**src/stc_pkg.sv**
```systemverilog
// shared types, constants and arithmetic helpers for the stopwatch countdown timer
`timescale 1ns / 1ps
`default_nettype none

package stc_pkg;

	localparam int SLOT_COUNT_DEF = 3;

	localparam int FUNC_W   = 4;
	localparam int SLOT_IW  = 2;
	localparam int HOUR_W   = 7;
	localparam int MIN_W    = 6;
	localparam int SEC_W    = 6;
	localparam int SUB_W    = 8;
	localparam int HUND_W   = 7;
	localparam int DIGIT_W  = 4;
	localparam int N_DIGITS = 6;
	localparam int IN_W     = 8;
	localparam int OUT_W    = 56;
	localparam int CFG_IW   = 2;

	localparam logic [HOUR_W-1:0] HOUR_MAX_INC = 7'd99;
	localparam logic [MIN_W-1:0]  MIN_MAX      = 6'd59;
	localparam logic [SEC_W-1:0]  SEC_MAX      = 6'd59;
	localparam logic [SUB_W-1:0]  SUB_MAX      = 8'd255;

	typedef enum logic [FUNC_W-1:0] {
		FN_TICK  = 4'd0,
		FN_START = 4'd1,
		FN_STOP  = 4'd2,
		FN_CLEAR = 4'd3,
		FN_SAVE  = 4'd4,
		FN_INC_H = 4'd5,
		FN_INC_M = 4'd6,
		FN_INC_S = 4'd7,
		FN_READ  = 4'd8
	} func_t;

	typedef enum logic [CFG_IW-1:0] {
		REG_COUNT_DOWN = 2'd0,
		REG_DISP_EN    = 2'd1,
		REG_DISP_FMT   = 2'd2
	} reg_idx_t;

	typedef struct packed {
		logic count_down;
		logic display_enable;
		logic display_format;
	} cfg_t;

	typedef struct packed {
		logic running;
		logic halted;
	} status_t;

	typedef struct packed {
		logic                             expired_event;
		logic                             display_update;
		logic [N_DIGITS-1:0][DIGIT_W-1:0] digit;
		logic [HUND_W-1:0]                hundredths;
		logic [SEC_W-1:0]                 second;
		logic [MIN_W-1:0]                 minute;
		logic [HOUR_W-1:0]                hour;
	} res_t;

	// floor(v/10) for v below 128
	function automatic logic [DIGIT_W-1:0] tens_of(input logic [HOUR_W-1:0] v);
		logic [14:0] p;
		p = 15'(v) * 15'd205;
		return p[14:11];
	endfunction

	function automatic logic [DIGIT_W-1:0] units_of(input logic [HOUR_W-1:0] v);
		logic [DIGIT_W-1:0] t;
		logic [HOUR_W-1:0]  r;
		t = tens_of(v);
		r = v - 7'(7'(t) * 7'd10);
		return r[DIGIT_W-1:0];
	endfunction

	// floor(sub*39/100)
	function automatic logic [HUND_W-1:0] hund_of(input logic [SUB_W-1:0] sub);
		logic [25:0] p;
		p = 26'(sub) * 26'd204477;
		return p[25:19];
	endfunction

	// floor(sub*39/1000), tens digit of the hundredths
	function automatic logic [DIGIT_W-1:0] hund_tens(input logic [SUB_W-1:0] sub);
		logic [23:0] p;
		p = 24'(sub) * 24'd40895;
		return p[23:20];
	endfunction

	// (h+1) mod 24 for h up to 99
	function automatic logic [HOUR_W-1:0] hour_inc24(input logic [HOUR_W-1:0] h);
		logic [HOUR_W-1:0] v;
		v = h + 7'd1;
		if (v >= 7'd96) begin
			v = v - 7'd96;
		end else if (v >= 7'd72) begin
			v = v - 7'd72;
		end else if (v >= 7'd48) begin
			v = v - 7'd48;
		end else if (v >= 7'd24) begin
			v = v - 7'd24;
		end
		return v;
	endfunction

endpackage

`default_nettype wire

```
**src/stc_digits.sv**
```systemverilog
// display digit formatter for the live count
`timescale 1ns / 1ps
`default_nettype none

module stc_digits
	import stc_pkg::*;
(
	input  wire logic                             enable,
	input  wire logic                             fmt,
	input  wire logic [HOUR_W-1:0]                hour,
	input  wire logic [MIN_W-1:0]                 minute,
	input  wire logic [SEC_W-1:0]                 second,
	input  wire logic [SUB_W-1:0]                 sub,
	output logic      [N_DIGITS-1:0][DIGIT_W-1:0] digit
);

	logic [HOUR_W-1:0]  min_x;
	logic [HOUR_W-1:0]  sec_x;
	logic [DIGIT_W-1:0] ht;
	logic [HUND_W-1:0]  hu;
	logic [HUND_W-1:0]  hu_units;

	assign min_x    = 7'(minute);
	assign sec_x    = 7'(second);
	assign ht       = hund_tens(sub);
	assign hu       = hund_of(sub);
	assign hu_units = hu - 7'(7'(ht) * 7'd10);

	always_comb begin
		digit = '0;
		if (enable) begin
			if (fmt) begin
				digit[5] = tens_of(min_x);
				digit[4] = units_of(min_x);
				digit[3] = tens_of(sec_x);
				digit[2] = units_of(sec_x);
				digit[1] = ht;
				digit[0] = hu_units[DIGIT_W-1:0];
			end else begin
				digit[5] = tens_of(hour);
				digit[4] = units_of(hour);
				digit[3] = tens_of(min_x);
				digit[2] = units_of(min_x);
				digit[1] = tens_of(sec_x);
				digit[0] = units_of(sec_x);
			end
		end
	end

endmodule

`default_nettype wire

```
**src/stc_state.sv**
```systemverilog
// slot stores, run state and single-pass command execution
`timescale 1ns / 1ps
`default_nettype none

module stc_state
	import stc_pkg::*;
#(
	parameter int SLOT_COUNT = SLOT_COUNT_DEF
) (
	input  wire logic               clk,
	input  wire logic               arst_n,
	input  wire logic               advance,
	input  wire logic [FUNC_W-1:0]  func,
	input  wire logic [SLOT_IW-1:0] slot,
	input  wire cfg_t               cfg,
	output res_t                    res,
	output status_t                 status
);

	localparam int SLOT_W = (SLOT_COUNT > 1) ? $clog2(SLOT_COUNT) : 1;

	logic [HOUR_W-1:0] hour_q [SLOT_COUNT];
	logic [MIN_W-1:0]  min_q  [SLOT_COUNT];
	logic [SEC_W-1:0]  sec_q  [SLOT_COUNT];
	logic [SUB_W-1:0]  sub_q  [SLOT_COUNT];
	logic [HOUR_W-1:0] hour_n [SLOT_COUNT];
	logic [MIN_W-1:0]  min_n  [SLOT_COUNT];
	logic [SEC_W-1:0]  sec_n  [SLOT_COUNT];
	logic [SUB_W-1:0]  sub_n  [SLOT_COUNT];
	logic              running_q;
	logic              halted_q;
	logic              running_n;
	logic              halted_n;
	logic              expired;
	logic              upd;
	logic              ok;
	logic [SLOT_W-1:0] sidx;
	logic [N_DIGITS-1:0][DIGIT_W-1:0] digit;

	assign ok   = (4'(slot) < 4'(SLOT_COUNT));
	assign sidx = SLOT_W'(slot);
	assign upd  = (func == FN_TICK) && running_q && cfg.display_enable;

	always_comb begin
		logic [HOUR_W-1:0] h;
		logic [MIN_W-1:0]  m;
		logic [SEC_W-1:0]  s;
		logic [SUB_W-1:0]  t;
		hour_n    = hour_q;
		min_n     = min_q;
		sec_n     = sec_q;
		sub_n     = sub_q;
		running_n = running_q;
		halted_n  = halted_q;
		expired   = 1'b0;
		h = hour_q[0];
		m = min_q[0];
		s = sec_q[0];
		t = sub_q[0];
		case (func)
			FN_TICK: begin
				if (running_q) begin
					if (!cfg.count_down) begin
						t = t + 8'd1;
						if (t == '0) begin
							s = (s == SEC_MAX) ? '0 : s + 6'd1;
							if (s == '0) begin
								m = (m == MIN_MAX) ? '0 : m + 6'd1;
								if (m == '0) begin
									h = hour_inc24(h);
								end
							end
						end
					end else if (!halted_q) begin
						if ((t != '0) || (s != '0) || (m != '0) || (h != '0)) begin
							t = t - 8'd1;
							if (t == SUB_MAX) begin
								if (s == '0) begin
									s = SEC_MAX;
									if (m == '0) begin
										m = MIN_MAX;
										if (h != '0) begin
											h = h - 7'd1;
										end
									end else begin
										m = m - 6'd1;
									end
								end else begin
									s = s - 6'd1;
								end
							end
						end else begin
							halted_n = 1'b1;
							expired  = 1'b1;
						end
					end
					hour_n[0] = h;
					min_n[0]  = m;
					sec_n[0]  = s;
					sub_n[0]  = t;
				end
			end
			FN_START: begin
				halted_n  = 1'b0;
				running_n = 1'b1;
			end
			FN_STOP: begin
				running_n = 1'b0;
			end
			FN_CLEAR: begin
				for (int i = 0; i < SLOT_COUNT; i++) begin
					hour_n[i] = '0;
					min_n[i]  = '0;
					sec_n[i]  = '0;
					sub_n[i]  = '0;
				end
				running_n = 1'b0;
				halted_n  = 1'b1;
			end
			FN_SAVE: begin
				if (ok && (sidx != '0)) begin
					hour_n[sidx] = hour_q[0];
					min_n[sidx]  = min_q[0];
					sec_n[sidx]  = sec_q[0];
					sub_n[sidx]  = sub_q[0];
				end
			end
			FN_INC_H: begin
				if (ok) begin
					hour_n[sidx] = (hour_q[sidx] >= HOUR_MAX_INC) ? '0 : hour_q[sidx] + 7'd1;
				end
			end
			FN_INC_M: begin
				if (ok) begin
					min_n[sidx] = (min_q[sidx] >= MIN_MAX) ? '0 : min_q[sidx] + 6'd1;
				end
			end
			FN_INC_S: begin
				if (ok) begin
					sec_n[sidx] = (sec_q[sidx] >= SEC_MAX) ? '0 : sec_q[sidx] + 6'd1;
				end
			end
			default: begin
			end
		endcase
	end

	stc_digits u_digits (
		.enable (upd),
		.fmt    (cfg.display_format),
		.hour   (hour_n[0]),
		.minute (min_n[0]),
		.second (sec_n[0]),
		.sub    (sub_n[0]),
		.digit  (digit)
	);

	always_comb begin
		res                = '0;
		res.digit          = digit;
		res.display_update = upd;
		res.expired_event  = expired;
		if (ok) begin
			res.hour       = hour_n[sidx];
			res.minute     = min_n[sidx];
			res.second     = sec_n[sidx];
			res.hundredths = hund_of(sub_n[sidx]);
		end
	end

	assign status.running = running_q;
	assign status.halted  = halted_q;

	always_ff @(posedge clk or negedge arst_n) begin
		if (!arst_n) begin
			for (int i = 0; i < SLOT_COUNT; i++) begin
				hour_q[i] <= '0;
				min_q[i]  <= '0;
				sec_q[i]  <= '0;
				sub_q[i]  <= '0;
			end
			running_q <= 1'b0;
			halted_q  <= 1'b1;
		end else if (advance) begin
			hour_q    <= hour_n;
			min_q     <= min_n;
			sec_q     <= sec_n;
			sub_q     <= sub_n;
			running_q <= running_n;
			halted_q  <= halted_n;
		end
	end

endmodule

`default_nettype wire

```
**src/stopwatch_countdown_timer.sv**
```systemverilog
// stopwatch and countdown timer top level: input register, command unit, output register
// from input accept to output valid a word passes the input register, then the result register
// throughput: one word per cycle while the result side takes words, set by the single-pass update of the slot registers
// the input register drains into the result register whenever that register is empty or taken
// reset: slots zero, timer stopped, countdown halted, configuration registers zero
// configuration writes take effect at once; cfg_ready is always high
`timescale 1ns / 1ps
`default_nettype none

module stopwatch_countdown_timer
	import stc_pkg::*;
#(
	parameter int SLOT_COUNT = SLOT_COUNT_DEF
) (
	input  wire logic              clk,
	input  wire logic              arst_n,
	input  wire logic              s_axis_tvalid,
	output logic                   s_axis_tready,
	input  wire logic [IN_W-1:0]   s_axis_tdata,   // func[3:0], slot[5:4], zero fill
	output logic                   m_axis_tvalid,
	input  wire logic              m_axis_tready,
	// hour[6:0], minute[12:7], second[18:13], hundredths[25:19], digit5[29:26],
	// digit4[33:30], digit3[37:34], digit2[41:38], digit1[45:42], digit0[49:46],
	// display_update[50], expired_event[51], zero fill
	output logic [OUT_W-1:0]       m_axis_tdata,
	input  wire logic              cfg_valid,
	output logic                   cfg_ready,
	input  wire logic [CFG_IW-1:0] cfg_index,
	input  wire logic              cfg_data
);

	logic               valid_s1;
	logic [FUNC_W-1:0]  func_s1;
	logic [SLOT_IW-1:0] slot_s1;
	logic               out_valid_q;
	res_t               out_q;
	res_t               res;
	status_t            status;
	cfg_t               cfg_q;
	logic               advance;

	assign advance       = valid_s1 && (!out_valid_q || m_axis_tready);
	assign s_axis_tready = !valid_s1 || advance;
	assign cfg_ready     = 1'b1;
	assign m_axis_tvalid = out_valid_q;

	// input word register
	always_ff @(posedge clk or negedge arst_n) begin
		if (!arst_n) begin
			valid_s1 <= 1'b0;
		end else if (s_axis_tready) begin
			valid_s1 <= s_axis_tvalid;
		end
	end

	always_ff @(posedge clk) begin
		if (s_axis_tvalid && s_axis_tready) begin
			func_s1 <= s_axis_tdata[FUNC_W-1:0];
			slot_s1 <= s_axis_tdata[FUNC_W+SLOT_IW-1:FUNC_W];
		end
	end

	// configuration registers
	always_ff @(posedge clk or negedge arst_n) begin
		if (!arst_n) begin
			cfg_q <= '0;
		end else if (cfg_valid) begin
			unique case (cfg_index)
				REG_COUNT_DOWN: cfg_q.count_down     <= cfg_data;
				REG_DISP_EN:    cfg_q.display_enable <= cfg_data;
				REG_DISP_FMT:   cfg_q.display_format <= cfg_data;
				default: begin
				end
			endcase
		end
	end

	stc_state #(
		.SLOT_COUNT (SLOT_COUNT)
	) u_state (
		.clk     (clk),
		.arst_n  (arst_n),
		.advance (advance),
		.func    (func_s1),
		.slot    (slot_s1),
		.cfg     (cfg_q),
		.res     (res),
		.status  (status)
	);

	// result word register
	always_ff @(posedge clk or negedge arst_n) begin
		if (!arst_n) begin
			out_valid_q <= 1'b0;
		end else if (advance) begin
			out_valid_q <= 1'b1;
		end else if (m_axis_tready) begin
			out_valid_q <= 1'b0;
		end
	end

	always_ff @(posedge clk) begin
		if (advance) begin
			out_q <= res;
		end
	end

	assign m_axis_tdata = {4'b0, out_q.expired_event, out_q.display_update,
		out_q.digit[0], out_q.digit[1], out_q.digit[2], out_q.digit[3],
		out_q.digit[4], out_q.digit[5], out_q.hundredths, out_q.second,
		out_q.minute, out_q.hour};

	a_expire_halts: assert property (@(posedge clk) disable iff (!arst_n)
		advance && res.expired_event |=> status.halted)
		else $error("expiry did not halt the countdown");

	a_expire_cause: assert property (@(posedge clk) disable iff (!arst_n)
		res.expired_event |-> cfg_q.count_down && !status.halted && status.running)
		else $error("expiry outside a running countdown");

	a_update_cause: assert property (@(posedge clk) disable iff (!arst_n)
		res.display_update |-> (func_s1 == FN_TICK) && status.running && cfg_q.display_enable)
		else $error("display refresh without a running tick");

	a_clear_stops: assert property (@(posedge clk) disable iff (!arst_n)
		advance && (func_s1 == FN_CLEAR) |=> !status.running && status.halted)
		else $error("clear left the timer running");

endmodule

`default_nettype wire

```
**config.mk**
```make
export PLATFORM = sky130hd
export DESIGN_NAME = stopwatch_countdown_timer
export DESIGN_NICKNAME = d
export VERILOG_FILES = /design/src/stc_pkg.sv /design/src/stc_digits.sv /design/src/stc_state.sv /design/src/stopwatch_countdown_timer.sv
export SDC_FILE = /design/constraint.sdc
export NUM_CORES = 1
export LEC_CHECK = 0
export ABC_CLOCK_PERIOD_IN_PS = 8050
export BUFFER_PORTS_ARGS = -buffer_cell sky130_fd_sc_hd__buf_2
export CELL_PAD_IN_SITES_DETAIL_PLACEMENT = 1
export CELL_PAD_IN_SITES_GLOBAL_PLACEMENT = 2
export CORE_MARGIN = 1.5
export CORE_UTILIZATION = 37
export CTS_CLUSTER_SIZE = 20
export DETAILED_ROUTE_END_ITERATION = 8
export PLACE_DENSITY_LB_ADDON = 0.08
export SLEW_MARGIN = 40
export SYNTH_ARGS = -nofsm -noshare
export SYNTH_HDL_FRONTEND = slang
export SYNTH_SLANG_ARGS = --single-unit
```
**constraint.sdc**
```tcl
create_clock -name clk -period 8.05 [get_ports clk]
set_input_delay 2.415 -clock clk [delete_from_list [all_inputs] [get_ports clk]]
set_output_delay 2.415 -clock clk [all_outputs]
set_load 0.1 [all_outputs]
```
Yosys cells after proc, flatten, opt, wreduce, memory -nomap -nowiden
Index checks and enable logic that the tools add are counted.

Equality and inequality tests: 14. $add $sub $neg: 19. Reductions and logical operators: 35. Muxes and demuxes: 98. Magnitude comparators: 10. Bitwise logic cells: 4. Multiply operators: 10.

Operators with widths (count): 2-to-1 mux 6 bit (29); 2-to-1 mux 7 bit (21); bitwise mux 18 bit (4); 2-to-1 mux 18 bit (4); one-hot mux 12 bit (3 select lines) (2); 2-to-1 mux 8 bit (7); binary-select mux 6 bit (select 2 bit) (4); 2-to-1 mux 24 bit (2); one-hot mux 6 bit (4 select lines) (2); bitwise mux 21 bit (2); 2-to-1 mux 21 bit (2); one-hot mux 14 bit (3 select lines) (1); one-hot mux 16 bit (2 select lines) (1); binary-select mux 7 bit (select 2 bit) (2); multiplier 6 x 8 -> 14 bit, second input constant (2); one-hot mux 7 bit (4 select lines) (1); multiplier 8 x 18 -> 26 bit, second input constant (1); adder 6 x 1 -> 6 bit, second input constant (4); bitwise mux 24 bit (1); zero test 6 bit (4); multiplier 8 x 16 -> 24 bit, second input constant (1); one-hot mux 8 bit (3 select lines) (1); multiplier 8 x 18 -> 23 bit, second input constant (1); >= comparator 7 bit, second input constant (3); 51 further kinds (88).

Output and inout bits: 59. Logic and storage cells: 223. Register bits after elaboration: 146.

Depth between registers and ports, before layout
Word-level depth: 16. Mapped depth: 41.

Modules after synthesis
Synthesis repeated with hierarchy kept, for this count alone.

Cell total of the unflattened synthesis: 2155. Area total of the unflattened synthesis: 19179.6 µm².

Modules (own cells, without submodules): stc_state (cells an instance 1394, area an instance 10954.3 µm², instances 1); stc_digits (cells an instance 679, area an instance 6213.5 µm², instances 1); stopwatch_countdown_timer (cells an instance 82, area an instance 2011.9 µm², instances 1).

Least setup slack after synthesis
OpenSTA, ideal clock, no wires.

Kind: reg-to-reg. From: register u_state.min_q[12] (netlist name). To: register out_q, in the netlist m_axis_tdata[49] (data pin). Arrival: 7.957 ns. Clock period less this slack: 8.220 ns. Cell stages (with the launch flop): 41. Slack: -0.170 ns. Cell sequence: dfrtp_1 > clkbuf_1 > inv_1 > ha_1 > nor2b_1 > and4_1 > buf_4 > a21oi_2 > buf_4 > nand2_1 > o21ai_0 > and2_1 > nor2_1 > o21ai_0 > o21a_1 > inv_1 > fa_1 > fa_1 > [5 not listed] > a21oi_1 > nor2_1 > a211o_1 > a221o_1 > a41oi_1 > nor2b_1 > o21a_1 > or2_2 > ha_1 > inv_1 > fa_1 > xnor2_1 > xnor2_1 > xnor2_1 > xnor2_1 > xor2_1 > xor2_1 > o22ai_1.

RTL lines: from (decl) (RTL line stc_state.sv:23) `logic [MIN_W-1:0] min_q [SLOT_COUNT];`; from (signal assigned) (RTL line stc_state.sv:186) `min_q <= min_n;`; to (signal assigned) (RTL line stopwatch_countdown_timer.sv:104) `out_q <= res;`; to (decl) (RTL line stopwatch_countdown_timer.sv:36) `res_t out_q;`.

==> impl_metrics.yaml <==
status:
  status: "finished, final reports clean"
die:
  start_util: 0.375
  die_h_um: 228
  die-area_mm2: 0.0521
  core_area_mm2: 0.0501
  rows: 82
  io_pins: 75
  die_w_um: 228
cts:
  clk_pin_slew_ps: 70
  clock_latency_ps: 500
  cts_buffers: 17
  cts_htree_levels: 4
  clock_sinks: 145
  cts_tree: "yes"
  cts_buffer_depth: 2
  hold_buffers: 0
  cts_root_buf: "clkbuf_16"
setup_path:
  required_ps: 8310
  start_kind: "register"
  end_kind: "register"
  critPathSlowestCell: "fa_1"
  cp_max_fo: 3
  critical_path_arrival_ps: 8110
  max_stage_delay_ps: 500
  startpoint: "u_state.hour_q[15]"
  worstSetupPathType: "register to register"
  timing.rr.start: "u_state.hour_q[15]"
sta:
  min_period_over_period: 0.976
  rsz0062_at_grt: "yes"
  slew_headroom: 0.474
  worstMarginPinSlew_ps: 780
  fin_crit_ps: 7850
  setup_viol: 0
  fmax_ghz: 0.127
  hold_viol: 0
  slew_viol_final: 0
  fin_skew_ps: 18.6
routing:
  wirelength_um: 66700
  ant_nets: 0
  vias: 16900
  dr.pass1.iters: 9
  drc_errors: 0
  wl_per_cell_um: 21.9
  drt-initial-drc-count: 988
  viasPerCell: 5.55
pwr:
  netSwitchingPower_mw: 3.17
  power_frac_seq: 0.148
  intPower_mw: 3.26
  swShare: 0.494
  leakage_nw: 11.0
  powerDensity_mw_per_mm2: 284
  peakVddDrop_v: 0.000205
  clkPwrFrac: 0.130
  p_comb_frac: 0.722
  finalPower_mw: 6.43
layout:
  synthToLayoutAreaGrowth_pct: 20.6
  finalNetCount: 2755
  antenna_cells: 0
  final_util: 0.452
  drive_gt1_frac: 0.221
  n_fill_cell: 5884
global_routing:
  grt_first_pass_wirelength_um: 106000
  antenna_found_initial: 0
  grt_max_degree: 84
  track_usage: 0.261
  grt_pass1_vias: 18200
  grt_overflow: 0
yosys:
  ys_ff_latch: 145
  ys_async_sr_fraction: 0.607
  netlist_area_mm2: 0.0188
  synth-edff-count: 57
  synth_most_common_cell: "inv_1"
  synthTopCellsByArea: "ha_1 (16%), fa_1 (15%), dfrtp_1 (12%)"
  synth_ff_type: "dfrtp_1"
  yosysTopAreaCell: "ha_1"
  yosysWarnings: 0
  synth_cells: 2127
  ys_types: 100
  synth_top_area_frac: 0.163
  avgSynthCellArea_um2: 8.82
  yosysSeqAreaShare: 0.209
  ys_top_cells_by_count: "inv_1 (279), ha_1 (244), nand2_1 (197)"
placed_design:
  dp_hpwl_um: 52600
  gp_congestion: 0.887
  portBuffers: 66
run:
  drv_cap: 0
min_path:
  hold_class: "register to register"
  min_from: "u_state.sub_q[1]"
[path summary, 6_finish.rpt]
path                                      end  slack, ps  cells past startpoint
max reg2reg                  m_axis_tdata[33]        200                     38
min                          u_state.sub_q[1]        480                      2
max in group asynchronous  u_state.hour_q[18]       4860                      2
min in group asynchronous   u_state.sec_q[16]       1940                      1
max                          m_axis_tdata[33]        200                     38
min reg2reg                  u_state.sub_q[1]        480                      2
[what timing repair did]
item,4_1_cts,5_1_grt
pin swaps,49,94
endpoints found under the setup margin,7,7
gates cloned,0,0
resized for setup,73,87
setup buffers,20,16
[flip-flops by register name, summed over array words and instances, names as in the netlist, 2 cells and up]
register        cells
m_axis_tdata       51
func_s1             4
u_state.sub_q      24
slot_s1             2
u_state.sec_q      18
u_state.min_q      18
cfg_q               3
u_state.hour_q     21
[layer usage]
metal  global-route usage  vias up  share of wire  wire, µm
li1                     -     7938              -         -
met1                0.338     8581           0.45     29700
met2                0.452      282           0.50     33400
met3               0.0305       84          0.027      1770
met4               0.0842        0          0.027      1820
met5                    0        -              0         0
[power groups by stage]
stage,clock network [mW],logic [mW],registers [mW]
2_1_floorplan,0,2.67,1.09
3_3_place_gp,0,4.13,0.956
3_5_place_dp,0,4.26,0.958
4_1_cts,0.861,4.41,0.949
5_1_grt,0.878,5.23,0.964
6_report,0.836,4.64,0.952
[logic make-up (layout without fill, tap and decap cells)]
group / after synthesis / in the layout / synth area share
buffers and inverters: 401 / 640 / 0.0848
AO/OA/AOI/OAI: 532 / 532 / 0.195
adder cells (fa/ha/maj): 382 / 382 / 0.310
multiplexers: 38 / 38 / 0.0205
other: 2 / 6 / 0.000400
flip-flops: 145 / 145 / 0.209
AND/OR/NAND/NOR: 567 / 567 / 0.150
XOR/XNOR: 60 / 60 / 0.0307
[metrics by stage]
| step | std cells | setup slack, ps | area (µm²) | hold WS, ps | TNS [ps] |
|---|---|---|---|---|---|
| floorplan | 2131 | 1.69 | 18800 | 440 | 0 |
| global placement | 2975 | -454 | 21100 | 454 | -869 |
| detailed placement | 2975 | -737 | 21100 | 471 | -1570 |
| CTS | 3026 | -202 | 22100 | 486 | -202 |
| global route | 3042 | -206 | 22600 | 505 | -336 |
| finish | 3042 | 197 | 22600 | 484 | 0 |
[layout by cell type, fill, tap and decap left out, types with 18 or more instances in the layout]
master	n
a21o_1	37
a21oi_1	73
a222oi_1	36
a31oi_1	19
buf_2	65
buf_4	245
clkbuf_16	18
dfrtp_1	83
edfxtp_1	57
fa_1	127
ha_1	218
inv_1	258
inv_2	21
mux2i_1	34
nand2_1	195
nand2b_1	19
nand3_1	35
nand4_1	18
nor2_1	122
nor2b_1	18
nor3_1	30
o21ai_0	149
xnor2_1	32
xor2_1	18
[final cells by class]
type	instances	area, µm²	share of cell area
inverter	283	1070	0.0472
clock inverter	10	97.6	0.00431
clock buffer	22	495	0.0219
tap	672	841	0.0372
sequential	145	3920	0.173
multi-input combinational	1585	13900	0.613
timing repair buffer	325	2340	0.103
[critical path, delay by kind of cell (launching register included)]
kind / cells / cell delay, ps
fa+ha+maj: 8 / 2290
flops: 1 / 400
simple gates: 4 / 610
xor+xnor: 4 / 740
buf+inv: 10 / 1030
mux: 1 / 110
compound gates: 11 / 2420
(Power assumes the default switching activity.)
